<file path="src/hw/rtl/fbfla_pkg.sv">
// Package for the fixed-size block pool allocator.
// Holds field widths, request mode codes and register indexes; no dependencies.
`timescale 1ns / 1ps
`default_nettype none

package fbfla_pkg;

	localparam int MODE_W    = 2;
	localparam int IDX_W     = 8;
	localparam int OFFSET_W  = 20;
	localparam int COUNT_W   = 9;
	localparam int BYTES_W   = 13;
	localparam int CFG_IDX_W = 1;
	localparam int CFG_W     = 13;

	localparam logic [COUNT_W-1:0] BLOCKS_RESET = 9'd256;
	localparam logic [BYTES_W-1:0] BYTES_RESET  = 13'd64;
	localparam logic [BYTES_W-1:0] BYTES_MIN    = 13'd8;
	localparam logic [BYTES_W-1:0] BYTES_MAX    = 13'd4096;

	typedef enum logic [MODE_W-1:0] {
		MODE_ALLOC = 2'd0,
		MODE_FREE  = 2'd1,
		MODE_RESET = 2'd2
	} mode_t;

	typedef enum logic [CFG_IDX_W-1:0] {
		CFG_BLOCKS = 1'd0,
		CFG_BYTES  = 1'd1
	} cfg_reg_t;

endpackage

`default_nettype wire

</file>
<file path="src/hw/rtl/fbfla_req_if.sv">
// Request channel of the block pool allocator: valid/ready plus request fields.
// Depends on fbfla_pkg for field widths.
`timescale 1ns / 1ps
`default_nettype none

interface fbfla_req_if;
	logic                           valid;
	logic                           ready;
	logic [fbfla_pkg::MODE_W-1:0]   mode;
	logic [fbfla_pkg::IDX_W-1:0]    block_index;

	modport source (output valid, output mode, output block_index, input ready);
	modport sink   (input valid, input mode, input block_index, output ready);
endinterface

`default_nettype wire

</file>
<file path="src/hw/rtl/fbfla_rsp_if.sv">
// Result channel of the block pool allocator: valid/ready plus result fields.
// Depends on fbfla_pkg for field widths.
`timescale 1ns / 1ps
`default_nettype none

interface fbfla_rsp_if;
	logic                            valid;
	logic                            ready;
	logic                            ok;
	logic [fbfla_pkg::IDX_W-1:0]     granted_index;
	logic [fbfla_pkg::OFFSET_W-1:0]  granted_offset;
	logic [fbfla_pkg::COUNT_W-1:0]   used_count;
	logic                            pool_full;
	logic                            pool_empty;

	modport source (output valid, output ok, output granted_index, output granted_offset,
		output used_count, output pool_full, output pool_empty, input ready);
	modport sink   (input valid, input ok, input granted_index, input granted_offset,
		input used_count, input pool_full, input pool_empty, output ready);
endinterface

`default_nettype wire

</file>
<file path="src/hw/rtl/fixed_block_free_list_allocator_unit.sv">
// Top level of the fixed-size block pool allocator.
// Depends on fbfla_pkg, fbfla_req_if and fbfla_rsp_if.
`timescale 1ns / 1ps
`default_nettype none

// The block hands out and takes back equal-size blocks of a pool through a
// linked free list held in a synchronous next-link memory of MAX_BLOCKS
// entries, plus a head index and a used count in registers. Every request
// transaction gives exactly one result transaction. An allocate reads the
// next-link memory on the pop and then passes through ST_ALLOC, where the
// head is loaded from the registered read data. A free writes the old head
// into the freed entry and moves the head. A pool reset request answers at
// once and then relinks the memory in index order, one entry a cycle, so the
// next request waits for all MAX_BLOCKS entries. After arst_n and after
// every configuration write the same relinking pass over every entry runs
// before the first request is taken; configuration writes are taken at any
// time and restart it. A finished result waits in an output register, and a
// new request may enter in the cycle that result is taken. A block count of
// zero refuses every request; a count above MAX_BLOCKS acts as MAX_BLOCKS and
// the block size is clamped to 8..4096 bytes for the offset.
module fixed_block_free_list_allocator_unit #(
	parameter int MAX_BLOCKS = 256
) (
	input  wire logic                              clk,
	input  wire logic                              arst_n,
	fbfla_req_if.sink                              req,
	fbfla_rsp_if.source                            rsp,
	input  wire logic                              cfg_we,
	input  wire logic [fbfla_pkg::CFG_IDX_W-1:0]   cfg_index,
	input  wire logic [fbfla_pkg::CFG_W-1:0]       cfg_wdata
);
	import fbfla_pkg::*;

	localparam int IW     = $clog2(MAX_BLOCKS);
	localparam int IW_EXT = (IW > IDX_W) ? IW : IDX_W;
	localparam int PROD_W = IW_EXT + BYTES_W;

	typedef enum logic [2:0] {
		ST_CLEAR = 3'b001,
		ST_IDLE  = 3'b010,
		ST_ALLOC = 3'b100
	} state_t;

	// Control and configuration registers
	state_t               state_q;
	logic [IW-1:0]        clr_q;
	logic [IW-1:0]        head_q;
	logic [COUNT_W-1:0]   used_q;
	logic [COUNT_W-1:0]   blocks_q;
	logic [BYTES_W-1:0]   bytes_q;

	// Output register
	logic                 out_valid_q;
	logic                 out_ok_q;
	logic [IDX_W-1:0]     out_index_q;
	logic [OFFSET_W-1:0]  out_offset_q;
	logic [COUNT_W-1:0]   out_used_q;
	logic                 out_full_q;
	logic                 out_empty_q;

	// Next-link memory
	logic [IW-1:0]        link_mem [MAX_BLOCKS];
	logic [IW-1:0]        rd_data_q;

	logic                 accept;
	logic [COUNT_W-1:0]   count_eff;
	logic [BYTES_W-1:0]   bytes_eff;
	logic                 do_alloc;
	logic                 do_free;
	logic                 do_reset;
	logic [COUNT_W-1:0]   used_nxt;
	logic [IW_EXT-1:0]    head_ext;
	logic [IW_EXT-1:0]    idx_ext;
	logic [IW-1:0]        free_addr;
	logic [PROD_W-1:0]    offset_prod;
	logic                 clr_last;
	logic [IW-1:0]        clr_link;
	logic                 mem_we;
	logic [IW-1:0]        mem_waddr;
	logic [IW-1:0]        mem_wdata;

	// Take a request only when idle and the output register is free or draining
	assign req.ready = (state_q == ST_IDLE) && (!out_valid_q || rsp.ready);
	assign accept    = req.valid && req.ready;

	// Clamp the block count to the memory depth
	assign count_eff = (32'(blocks_q) > MAX_BLOCKS) ? COUNT_W'(MAX_BLOCKS) : blocks_q;

	always_comb begin
		if (bytes_q < BYTES_MIN) begin
			bytes_eff = BYTES_MIN;
		end else if (bytes_q > BYTES_MAX) begin
			bytes_eff = BYTES_MAX;
		end else begin
			bytes_eff = bytes_q;
		end
	end

	assign head_ext  = IW_EXT'(head_q);
	assign idx_ext   = IW_EXT'(req.block_index);
	assign free_addr = idx_ext[IW-1:0];

	// Decide the outcome of the request on the handshake lines
	always_comb begin
		do_alloc = 1'b0;
		do_free  = 1'b0;
		do_reset = 1'b0;
		if (count_eff != '0) begin
			case (req.mode)
				MODE_ALLOC: do_alloc = (used_q < count_eff);
				MODE_FREE:  do_free  = (used_q != '0) && (COUNT_W'(req.block_index) < count_eff);
				MODE_RESET: do_reset = 1'b1;
				default:    ;
			endcase
		end
	end

	always_comb begin
		if (do_reset) begin
			used_nxt = '0;
		end else if (do_alloc) begin
			used_nxt = used_q + 1'b1;
		end else if (do_free) begin
			used_nxt = used_q - 1'b1;
		end else begin
			used_nxt = used_q;
		end
	end

	assign offset_prod = head_ext * PROD_W'(bytes_eff);

	// Relinking pass: entry i links to i+1, the last one back to 0
	assign clr_last = (clr_q == IW'(MAX_BLOCKS - 1));
	assign clr_link = clr_last ? '0 : clr_q + 1'b1;

	always_comb begin
		mem_we    = 1'b0;
		mem_waddr = clr_q;
		mem_wdata = clr_link;
		if (state_q == ST_CLEAR) begin
			mem_we = 1'b1;
		end else if (accept && do_free) begin
			mem_we    = 1'b1;
			mem_waddr = free_addr;
			mem_wdata = head_q;
		end
	end

	always_ff @(posedge clk) begin
		if (mem_we) begin
			link_mem[mem_waddr] <= mem_wdata;
		end
		// Fetch the link behind the head on a pop
		if (accept && do_alloc) begin
			rd_data_q <= link_mem[head_q];
		end
	end

	// Control state, head and used count
	always_ff @(posedge clk or negedge arst_n) begin
		if (!arst_n) begin
			state_q  <= ST_CLEAR;
			clr_q    <= '0;
			head_q   <= '0;
			used_q   <= '0;
			blocks_q <= BLOCKS_RESET;
			bytes_q  <= BYTES_RESET;
		end else if (cfg_we) begin
			// Pool set-up: take the register and relink from scratch
			case (cfg_index)
				CFG_BLOCKS: blocks_q <= cfg_wdata[COUNT_W-1:0];
				CFG_BYTES:  bytes_q  <= cfg_wdata[BYTES_W-1:0];
				default:    ;
			endcase
			state_q <= ST_CLEAR;
			clr_q   <= '0;
			head_q  <= '0;
			used_q  <= '0;
		end else begin
			unique case (state_q)
				ST_CLEAR: begin
					if (clr_last) begin
						clr_q   <= '0;
						state_q <= ST_IDLE;
					end else begin
						clr_q <= clr_q + 1'b1;
					end
				end
				ST_IDLE: begin
					if (accept) begin
						used_q <= used_nxt;
						if (do_alloc) begin
							state_q <= ST_ALLOC;
						end else if (do_free) begin
							head_q <= free_addr;
						end else if (do_reset) begin
							head_q  <= '0;
							clr_q   <= '0;
							state_q <= ST_CLEAR;
						end
					end
				end
				ST_ALLOC: begin
					// Advance the head to the fetched link
					head_q  <= rd_data_q;
					state_q <= ST_IDLE;
				end
				default: state_q <= ST_CLEAR;
			endcase
		end
	end

	// Output register valid: load on accept, drop when taken
	always_ff @(posedge clk or negedge arst_n) begin
		if (!arst_n) begin
			out_valid_q <= 1'b0;
		end else if (accept) begin
			out_valid_q <= 1'b1;
		end else if (rsp.ready) begin
			out_valid_q <= 1'b0;
		end
	end

	always_ff @(posedge clk) begin
		if (accept) begin
			out_ok_q     <= do_alloc || do_free || do_reset;
			out_index_q  <= do_alloc ? head_ext[IDX_W-1:0] : '0;
			out_offset_q <= do_alloc ? offset_prod[OFFSET_W-1:0] : '0;
			out_used_q   <= used_nxt;
			out_full_q   <= (used_nxt == count_eff);
			out_empty_q  <= (used_nxt == '0);
		end
	end

	assign rsp.valid          = out_valid_q;
	assign rsp.ok             = out_ok_q;
	assign rsp.granted_index  = out_index_q;
	assign rsp.granted_offset = out_offset_q;
	assign rsp.used_count     = out_used_q;
	assign rsp.pool_full      = out_full_q;
	assign rsp.pool_empty     = out_empty_q;

endmodule

`default_nettype wire

</file>
<file path="src/flat_wrapper.sv">
// flat-port wrapper written by rule: the top's interface ports become plain ports
module fixed_block_free_list_allocator_unit_flat import fbfla_pkg::*;
#(
	parameter int MAX_BLOCKS = 256
)
  (clk, arst_n, cfg_we, cfg_index, cfg_wdata, req_valid, req_mode, req_block_index, req_ready, rsp_valid, rsp_ok, rsp_granted_index, rsp_granted_offset, rsp_used_count, rsp_pool_full, rsp_pool_empty, rsp_ready);
  fbfla_req_if req_i ();
  fbfla_rsp_if rsp_i ();
  input  wire logic clk;
  input  wire logic arst_n;
  input  wire logic cfg_we;
  input  wire logic [fbfla_pkg::CFG_IDX_W-1:0] cfg_index;
  input  wire logic [fbfla_pkg::CFG_W-1:0] cfg_wdata;
  input wire logic [$bits(req_i.valid)-1:0] req_valid;
  input wire logic [$bits(req_i.mode)-1:0] req_mode;
  input wire logic [$bits(req_i.block_index)-1:0] req_block_index;
  output wire logic [$bits(req_i.ready)-1:0] req_ready;
  output wire logic [$bits(rsp_i.valid)-1:0] rsp_valid;
  output wire logic [$bits(rsp_i.ok)-1:0] rsp_ok;
  output wire logic [$bits(rsp_i.granted_index)-1:0] rsp_granted_index;
  output wire logic [$bits(rsp_i.granted_offset)-1:0] rsp_granted_offset;
  output wire logic [$bits(rsp_i.used_count)-1:0] rsp_used_count;
  output wire logic [$bits(rsp_i.pool_full)-1:0] rsp_pool_full;
  output wire logic [$bits(rsp_i.pool_empty)-1:0] rsp_pool_empty;
  input wire logic [$bits(rsp_i.ready)-1:0] rsp_ready;
  assign req_i.valid = req_valid;
  assign req_i.mode = req_mode;
  assign req_i.block_index = req_block_index;
  assign req_ready = req_i.ready;
  assign rsp_valid = rsp_i.valid;
  assign rsp_ok = rsp_i.ok;
  assign rsp_granted_index = rsp_i.granted_index;
  assign rsp_granted_offset = rsp_i.granted_offset;
  assign rsp_used_count = rsp_i.used_count;
  assign rsp_pool_full = rsp_i.pool_full;
  assign rsp_pool_empty = rsp_i.pool_empty;
  assign rsp_i.ready = rsp_ready;
  fixed_block_free_list_allocator_unit #(.MAX_BLOCKS(MAX_BLOCKS)) u_core (.clk(clk), .arst_n(arst_n), .req(req_i), .rsp(rsp_i), .cfg_we(cfg_we), .cfg_index(cfg_index), .cfg_wdata(cfg_wdata));
endmodule
</file>
<file path="config.mk">
export PLATFORM = sky130hd
export DESIGN_NAME = fixed_block_free_list_allocator_unit_flat
export DESIGN_NICKNAME = d
export VERILOG_FILES = /design/src/hw/rtl/fbfla_pkg.sv /design/src/hw/rtl/fbfla_req_if.sv /design/src/hw/rtl/fbfla_rsp_if.sv /design/src/hw/rtl/fixed_block_free_list_allocator_unit.sv /design/src/flat_wrapper.sv
export SDC_FILE = /design/constraint.sdc
export NUM_CORES = 2
export LEC_CHECK = 0
export BUFFER_PORTS_ARGS = -buffer_cell sky130_fd_sc_hd__buf_2
export CORE_MARGIN = 2
export CORE_UTILIZATION = 55
export DETAILED_ROUTE_END_ITERATION = 10
export GPL_ROUTABILITY_DRIVEN = 0
export PLACE_DENSITY = 0.71
export SLEW_MARGIN = 20
export SYNTH_ARGS = -nofsm -noshare
export SYNTH_HDL_FRONTEND = slang
export SYNTH_SLANG_ARGS = --single-unit
</file>
<file path="constraint.sdc">
create_clock -name clk -period 16.59 [get_ports clk]
set_input_delay 1.659 -clock clk [delete_from_list [all_inputs] [get_ports clk]]
set_output_delay 1.659 -clock clk [all_outputs]
set_load 0.02 [all_outputs]
</file>
# Word-level counts from Yosys, hierarchy flattened
# Memory sizes are Yosys's and may differ from the RTL's. A register that Yosys moved wholly into a read port is not among the register bits.
# Cells that the tools add are included.
totals:
  output_inout_bits: 42
  reg_bits: 91
  ram_bits: 2048
  in_bits: 29
  memories: 1
classes:
  eq_ne: 15
  n_mul: 1
  order_cmp: 5
  addsub: 3
  mux: 44
  bitwise_logic: 1
  reduce_logical: 24
memory_table:
  columns: ["memory", "words", "width", "read_ports", "rd_clocked_by_memory_dff", "wr", "line", "source"]
  rows:
  - ["u_core.link_mem", 256, 8, 1, 1, 1, "fixed_block_free_list_allocator_unit.sv:62", "logic [IW-1:0] link_mem [MAX_BLOCKS];"]
op_table:
  columns: ["operator", "count"]
  rows:
  - ["2-to-1 mux 8 bit", 14]
  - ["2-to-1 mux 9 bit", 7]
  - ["one-hot mux 8 bit (2 select lines)", 2]
  - ["2-to-1 mux 13 bit", 2]
  - ["multiplier 8 x 13 -> 20 bit", 1]
  - ["2-to-1 mux 3 bit", 6]
  - ["nonzero test 9 bit", 2]
  - ["greater-than comparator 13 bit (second input constant)", 1]
  - ["less-than comparator 13 x 4 -> 1 bit (second input constant)", 1]
  - ["2-to-1 mux 1 bit", 12]
  - ["adder 9 x 1 -> 9 bit (second input constant)", 1]
  - ["equality test 9 bit", 1]
  - ["greater-than comparator 9 bit (second input constant)", 1]
  - ["zero test 9 bit", 1]
  - ["less-than comparator 8 x 9 -> 1 bit", 1]
  - ["less-than comparator 9 bit", 1]
  - ["!= test 3 x 2 -> 1 bit (second input constant)", 3]
  - ["one-hot mux 3 bit (3 select lines)", 1]
  - ["subtractor 9 x 1 -> 9 bit (second input constant)", 1]
  - ["adder 8 x 1 -> 8 bit (second input constant)", 1]
  - ["equality test 8 bit (second input constant)", 1]
  - ["!= test 4 x 2 -> 1 bit (second input constant)", 2]
  - ["AND reduction 4 bit", 2]
  - ["!= test 3 bit (second input constant)", 2]
  - ["other kinds (15)", 26]

# Depth between registers and ports, before layout
logic_depth:
  depth_word: 12
  depth_mapped: 21
  ltp_nobuf: 21

# Worst setup path after synthesis
# OpenSTA, ideal clock, no wires.
synth_path:
  kind: "input -> register"
  startpoint: "in req_block_index[7]"
  endpoint: "mem u_core.link_mem[0][3] (netlist bit), data pin"
  arrival_ns: 13.210
  stages: 8
  setup_time_ns: 2.236
  t_required_ns: 14.354
  slack_ns: 1.144
  path_cell_list: "ha_1 a21oi_1 a31oi_1 o31a_1 buf_2 nor3_2 buf_2 o31ai_1"
synth_via:
  elab_chain_len: 7
synth_rtl:
  columns: ["element", "line", "source"]
  rows:
  - ["start, declared", "flat_wrapper.sv:16", "input wire logic [$bits(req_i.block_index)-1:0] req_block_index;"]
  - ["less-than comparator 8 x 9 -> 1 bit", "fixed_block_free_list_allocator_unit.sv:111", "MODE_FREE: do_free = (used_q != '0) && (COUNT_W'(req.block_index) < count_eff);"]
  - ["logical AND 1 bit", "fixed_block_free_list_allocator_unit.sv:111", null]
  - ["2-to-1 mux 1 bit", "fixed_block_free_list_allocator_unit.sv:109", "case (req.mode)"]
  - ["2-to-1 mux 1 bit", "fixed_block_free_list_allocator_unit.sv:108", "if (count_eff != '0) begin"]
  - ["logical AND 1 bit", "fixed_block_free_list_allocator_unit.sv:142", "end else if (accept && do_free) begin"]
  - ["2-to-1 mux 8 bit", "fixed_block_free_list_allocator_unit.sv:142", null]
  - ["2-to-1 mux 8 bit", "fixed_block_free_list_allocator_unit.sv:140", "if (state_q == ST_CLEAR) begin"]
  - ["named net u_core.mem_wdata[3]", "fixed_block_free_list_allocator_unit.sv:80", "logic [IW-1:0] mem_wdata;"]
  - ["end, declared", "fixed_block_free_list_allocator_unit.sv:62", null]
# The timed path passes the listed nets, and every way through them passes these cells.

# Final worst setup path
layout_path:
  startpoint: "reg u_core.bytes_q[8]"
  endpoint: "reg u_core.out_offset_q[19], in the netlist u_core.rsp.granted_offset[19], data pin"
layout_via:
  elab_chain_len: 4
  elab_cells_between_ends: 5
  classes_between: "1 x mul; 2 x order compare; 2 x mux"
layout_rtl:
  columns: ["element", "line", "source"]
  rows:
  - ["start, declared", "fixed_block_free_list_allocator_unit.sv:50", "logic [BYTES_W-1:0] bytes_q;"]
  - ["start signal, assigned", "fixed_block_free_list_allocator_unit.sv:172", "CFG_BYTES: bytes_q <= cfg_wdata[BYTES_W-1:0];"]
  - ["greater-than comparator 13 bit", "fixed_block_free_list_allocator_unit.sv:92", "end else if (bytes_q > BYTES_MAX) begin"]
  - ["2-to-1 mux 13 bit", "fixed_block_free_list_allocator_unit.sv:92", null]
  - ["2-to-1 mux 13 bit (*)", "fixed_block_free_list_allocator_unit.sv:90", "if (bytes_q < BYTES_MIN) begin"]
  - ["multiplier 8 x 13 -> 20 bit (*)", "fixed_block_free_list_allocator_unit.sv:130", "assign offset_prod = head_ext * PROD_W'(bytes_eff);"]
  - ["end signal, assigned", "fixed_block_free_list_allocator_unit.sv:228", "out_offset_q <= do_alloc ? offset_prod[OFFSET_W-1:0] : '0;"]
  - ["end, declared", "fixed_block_free_list_allocator_unit.sv:56", "logic [OFFSET_W-1:0] out_offset_q;"]
# Every way passes the cells marked *; elsewhere a longest branch is shown, timed or not.
# A chain may end at the register's enable or synchronous reset.

==> results.json <==
{
  "cp_data_required_time_ns": 17.17,
  "io_buffers": 70,
  "syn_nets": 4339,
  "fin_worst_skew_ns": 0.0511,
  "viasPerCell": 6.51,
  "die_h_um": 403,
  "dp_hpwl_um": 121000,
  "final_common_cell": "edfxtp_1",
  "async_reset_ff_share_pct": 2.38,
  "tns_ns": 0,
  "worst_path_max_delay_cell": "nor2b_1",
  "status": "complete, no violations",
  "hold_path.class": "reg2reg",
  "fin_nets": 4445,
  "cts_tree": "yes",
  "maxCapViolCount": 0,
  "synth_seq_cells": 2147,
  "track_usage_pct": 25.5,
  "rsz0062_at_grt": "no",
  "path_depth": 21,
  "powerDensity_mw_per_mm2": 112,
  "path_clk_slew_ns": 0.06,
  "fin_crit_ns": 6.45,
  "ios": 71,
  "crit_type": "reg2reg",
  "cp_num_buf_inv": 3,
  "cts_resized": 0,
  "antenna_found_initial": 1,
  "cp_data_arrival_time_ns": 7.02,
  "drtIter0Drc": 5145,
  "h-tree-depth": 4,
  "ys_warn_count": 0,
  "holdPathStages": 2,
  "rows": 146,
  "fp.coreArea_mm2": 0.158,
  "crit_fanout": 8,
  "cts_buffer_depth": 3,
  "final_layout_size_suffix_gt1_share_pct": 26.4,
  "cts-root-buf": "clkbuf_16",
  "avgSynthCellArea_um2": 20.9,
  "post-route-cell-area_mm2": 0.0972,
  "ff2ff_path_depth": 21,
  "grt-ovfl-total": 0,
  "synth.cell_area_mm2": 0.0876,
  "worstMarginPinSlew_ns": 1.23,
  "ant_nets": 0,
  "initial_core_util_pct": 55.3,
  "p_leak_nw": 29.5,
  "maxSlewHeadroom_pct": 17.8,
  "final_cell_mix": "2,096 x edfxtp_1, 672 x mux4_2, 305 x nor2_1, 210 x clkbuf_16, 150 x nand2_1",
  "finalCritPeriodShare_pct": 38.9,
  "vias": 42576,
  "cts_sinks": 2147,
  "dieArea_mm2": 0.163,
  "syn_to_final_growth_pct": 10.9,
  "die-width_um": 403,
  "cts_hold_buf": 0,
  "max_freq_ghz": 0.155,
  "cts_buffers": 208,
  "end_kind": "register",
  "synth_edf_count": 2096,
  "ys.flop_type": "edfxtp_1",
  "grt_pass1_vias": 42360,
  "slowest_delay_ns": 0.57,
  "ys_types": 79,
  "grt_max_degree": 183,
  "cts_setup_buffers": 0,
  "first_pass_iters": 8,
  "finalHoldViolations": 0,
  "grt_first_pass_wirelength_um": 300000,
  "routed_wl_um": 204000,
  "setup_viol": 0,
  "path_cells": "nor4_1 > nand3_1 > o41a_1 > nor2b_1 > nand2_1 > fa_1 > fa_1 > inv_1 > fa_1 > inv_1 > fa_1 > inv_1 > ha_1 > o21a_1 > o31a_1 > o211ai_1 > nand2_1 > a211oi_1 > o31ai_1 > a21oi_1 > or3b_2",
  "crit_top_cell": "fa_1",
  "placed_area_mm2": 0.0904,
  "wl_per_cell_um": 31.1,
  "critPathLaunchType": "register",
  "peakVddDrop_uv": 115,
  "netlist_instances": 4188,
  "path_delay_family": "adder cells",
  "slew_viol_final": 0,
  "ys_seq_area_share_pct": 73.3,
  "drc": 0,
  "clkLatencyLatePin_ns": 0.84
}
## state kept, by name, indices dropped and copies added, names as in the netlist
register / count
u_core.blocks_q: 9
u_core.bytes_q: 13
u_core.clr_q: 8
u_core.head_ext: 8
u_core.link_mem: 2048
u_core.rd_data_q: 8
u_core.rsp.granted_index: 8
u_core.rsp.granted_offset: 20
u_core.rsp.ok: 1
u_core.rsp.pool_empty: 1
u_core.rsp.pool_full: 1
u_core.rsp.used_count: 9
u_core.rsp.valid: 1
u_core.state_q: 3
u_core.used_q: 9
## metal layers
layer / part of all wire (%) / global-route usage [%] / vias to the layer above / wire (um)
met1: 40 / 37.1 / 22620 / 81300
met2: 49 / 40.5 / 2233 / 99800
met5: 0 / 0 / - / 0
met4: 2.9 / 7.54 / 0 / 5820
li1: - / - / 17411 / -
met3: 8.1 / 4.25 / 312 / 16600
## worst paths after layout
path,start,end,slack (ns)
max in group asynchronous,arst_n,u_core.head_ext[1],15.05
max reg2reg,u_core.bytes_q[8],u_core.rsp.granted_offset[19],10.14
min in group asynchronous,arst_n,u_core.used_q[4],0.94
max,u_core.bytes_q[8],u_core.rsp.granted_offset[19],10.14
min reg2reg,u_core.rsp.valid,u_core.rsp.valid,0.51
min,u_core.rsp.valid,u_core.rsp.valid,0.51
## final cells by class
cell class	instances	area, um2
Clock buffer	242	5430
Inverter	88	330
Sequential cell	2147	64200
Multi-Input combinational cell	1717	22300
Antenna cell	2	5.00
Timing Repair Buffer	132	941
Tap cell	2072	2590
Clock inverter	140	1390
Fill cell	10657	61200
## cell families (layout without fill, tap and decap cells)
family,after synthesis,count (layout),synth area share [%]
and+or+nand+nor,700,700,3.73
buffers and inverters,324,602,1.43
other,0,2,0
AOI/OAI and AO/OA,160,160,1.27
muxes,711,711,17.8
adders and majority gates,122,122,2.30
xor gates and xnor gates,24,24,0.240
DFF,2147,2147,73.3
## synth_stat cells (all sizes together) (4+ instances only)
| library cell | count | area share [%] |
|---|---|---|
| a211oi | 7 | 0.060 |
| a21o | 4 | 0.034 |
| a21oi | 37 | 0.21 |
| a22oi | 18 | 0.17 |
| a31oi | 9 | 0.081 |
| and2 | 65 | 0.47 |
| and3 | 40 | 0.29 |
| buf | 68 | 0.33 |
| clkbuf | 168 | 0.72 |
| dfrtp | 48 | 1.4 |
| edfxtp | 2096 | 72 |
| fa | 65 | 1.5 |
| ha | 57 | 0.81 |
| inv | 87 | 0.37 |
| mux2 | 29 | 0.37 |
| mux2i | 10 | 0.11 |
| mux4 | 672 | 17 |
| nand2 | 151 | 0.66 |
| nand2b | 8 | 0.057 |
| nand3 | 37 | 0.22 |
| nand3b | 11 | 0.094 |
| nor2 | 306 | 1.3 |
| nor2b | 24 | 0.17 |
| nor3 | 18 | 0.12 |
| nor3b | 7 | 0.066 |
| nor4 | 6 | 0.050 |
| o2111ai | 4 | 0.040 |
| o21a | 4 | 0.043 |
| o21ai | 30 | 0.17 |
| o21bai | 4 | 0.034 |
| o31ai | 10 | 0.086 |
| o32ai | 4 | 0.040 |
| or3 | 10 | 0.071 |
| xnor2 | 16 | 0.16 |
| xor2 | 8 | 0.080 |
## report_power, final
group | internal [mW] | switching, mW | leakage, nW
sequential | 5.96 | 0.0165 | 19.2
clock | 2.66 | 2.04 | 3.31
combinational | 0.0459 | 0.171 | 7.06
total | 8.66 | 2.22 | 29.5
## worst reg2reg max path, cell delays in order (launching register included)
cell,delay [ns]
dfrtp_1,0.40
nor4_1,0.40
nand3_1,0.17
o41a_1,0.36
nor2b_1,0.57
nand2_1,0.16
fa_1,0.53
fa_1,0.54
inv_1,0.05
fa_1,0.47
inv_1,0.05
fa_1,0.47
inv_1,0.04
ha_1,0.32
o21a_1,0.14
o31a_1,0.18
o211ai_1,0.10
nand2_1,0.12
a211oi_1,0.11
o31ai_1,0.45
a21oi_1,0.13
or3b_2,0.45
## through the flow
| stage | std cells | total power [mW] | setup slack, ns | util [%] | hold WS, ns |
|---|---|---|---|---|---|
| after floorplan | 4188 | 6.24 | 1.14 | - | 0.494 |
| after global placement | 6156 | 6.30 | 10.01 | 57.1 | 0.468 |
| after detailed placement | 6156 | 6.30 | 9.92 | 57.1 | 0.484 |
| after CTS | 6538 | 10.9 | 10.13 | 61.4 | 0.500 |
| after global routing | 6538 | 11.2 | 9.69 | 61.4 | 0.540 |
| final | 6540 | 10.9 | 10.14 | 61.4 | 0.505 |
(Power assumes the default switching activity.)
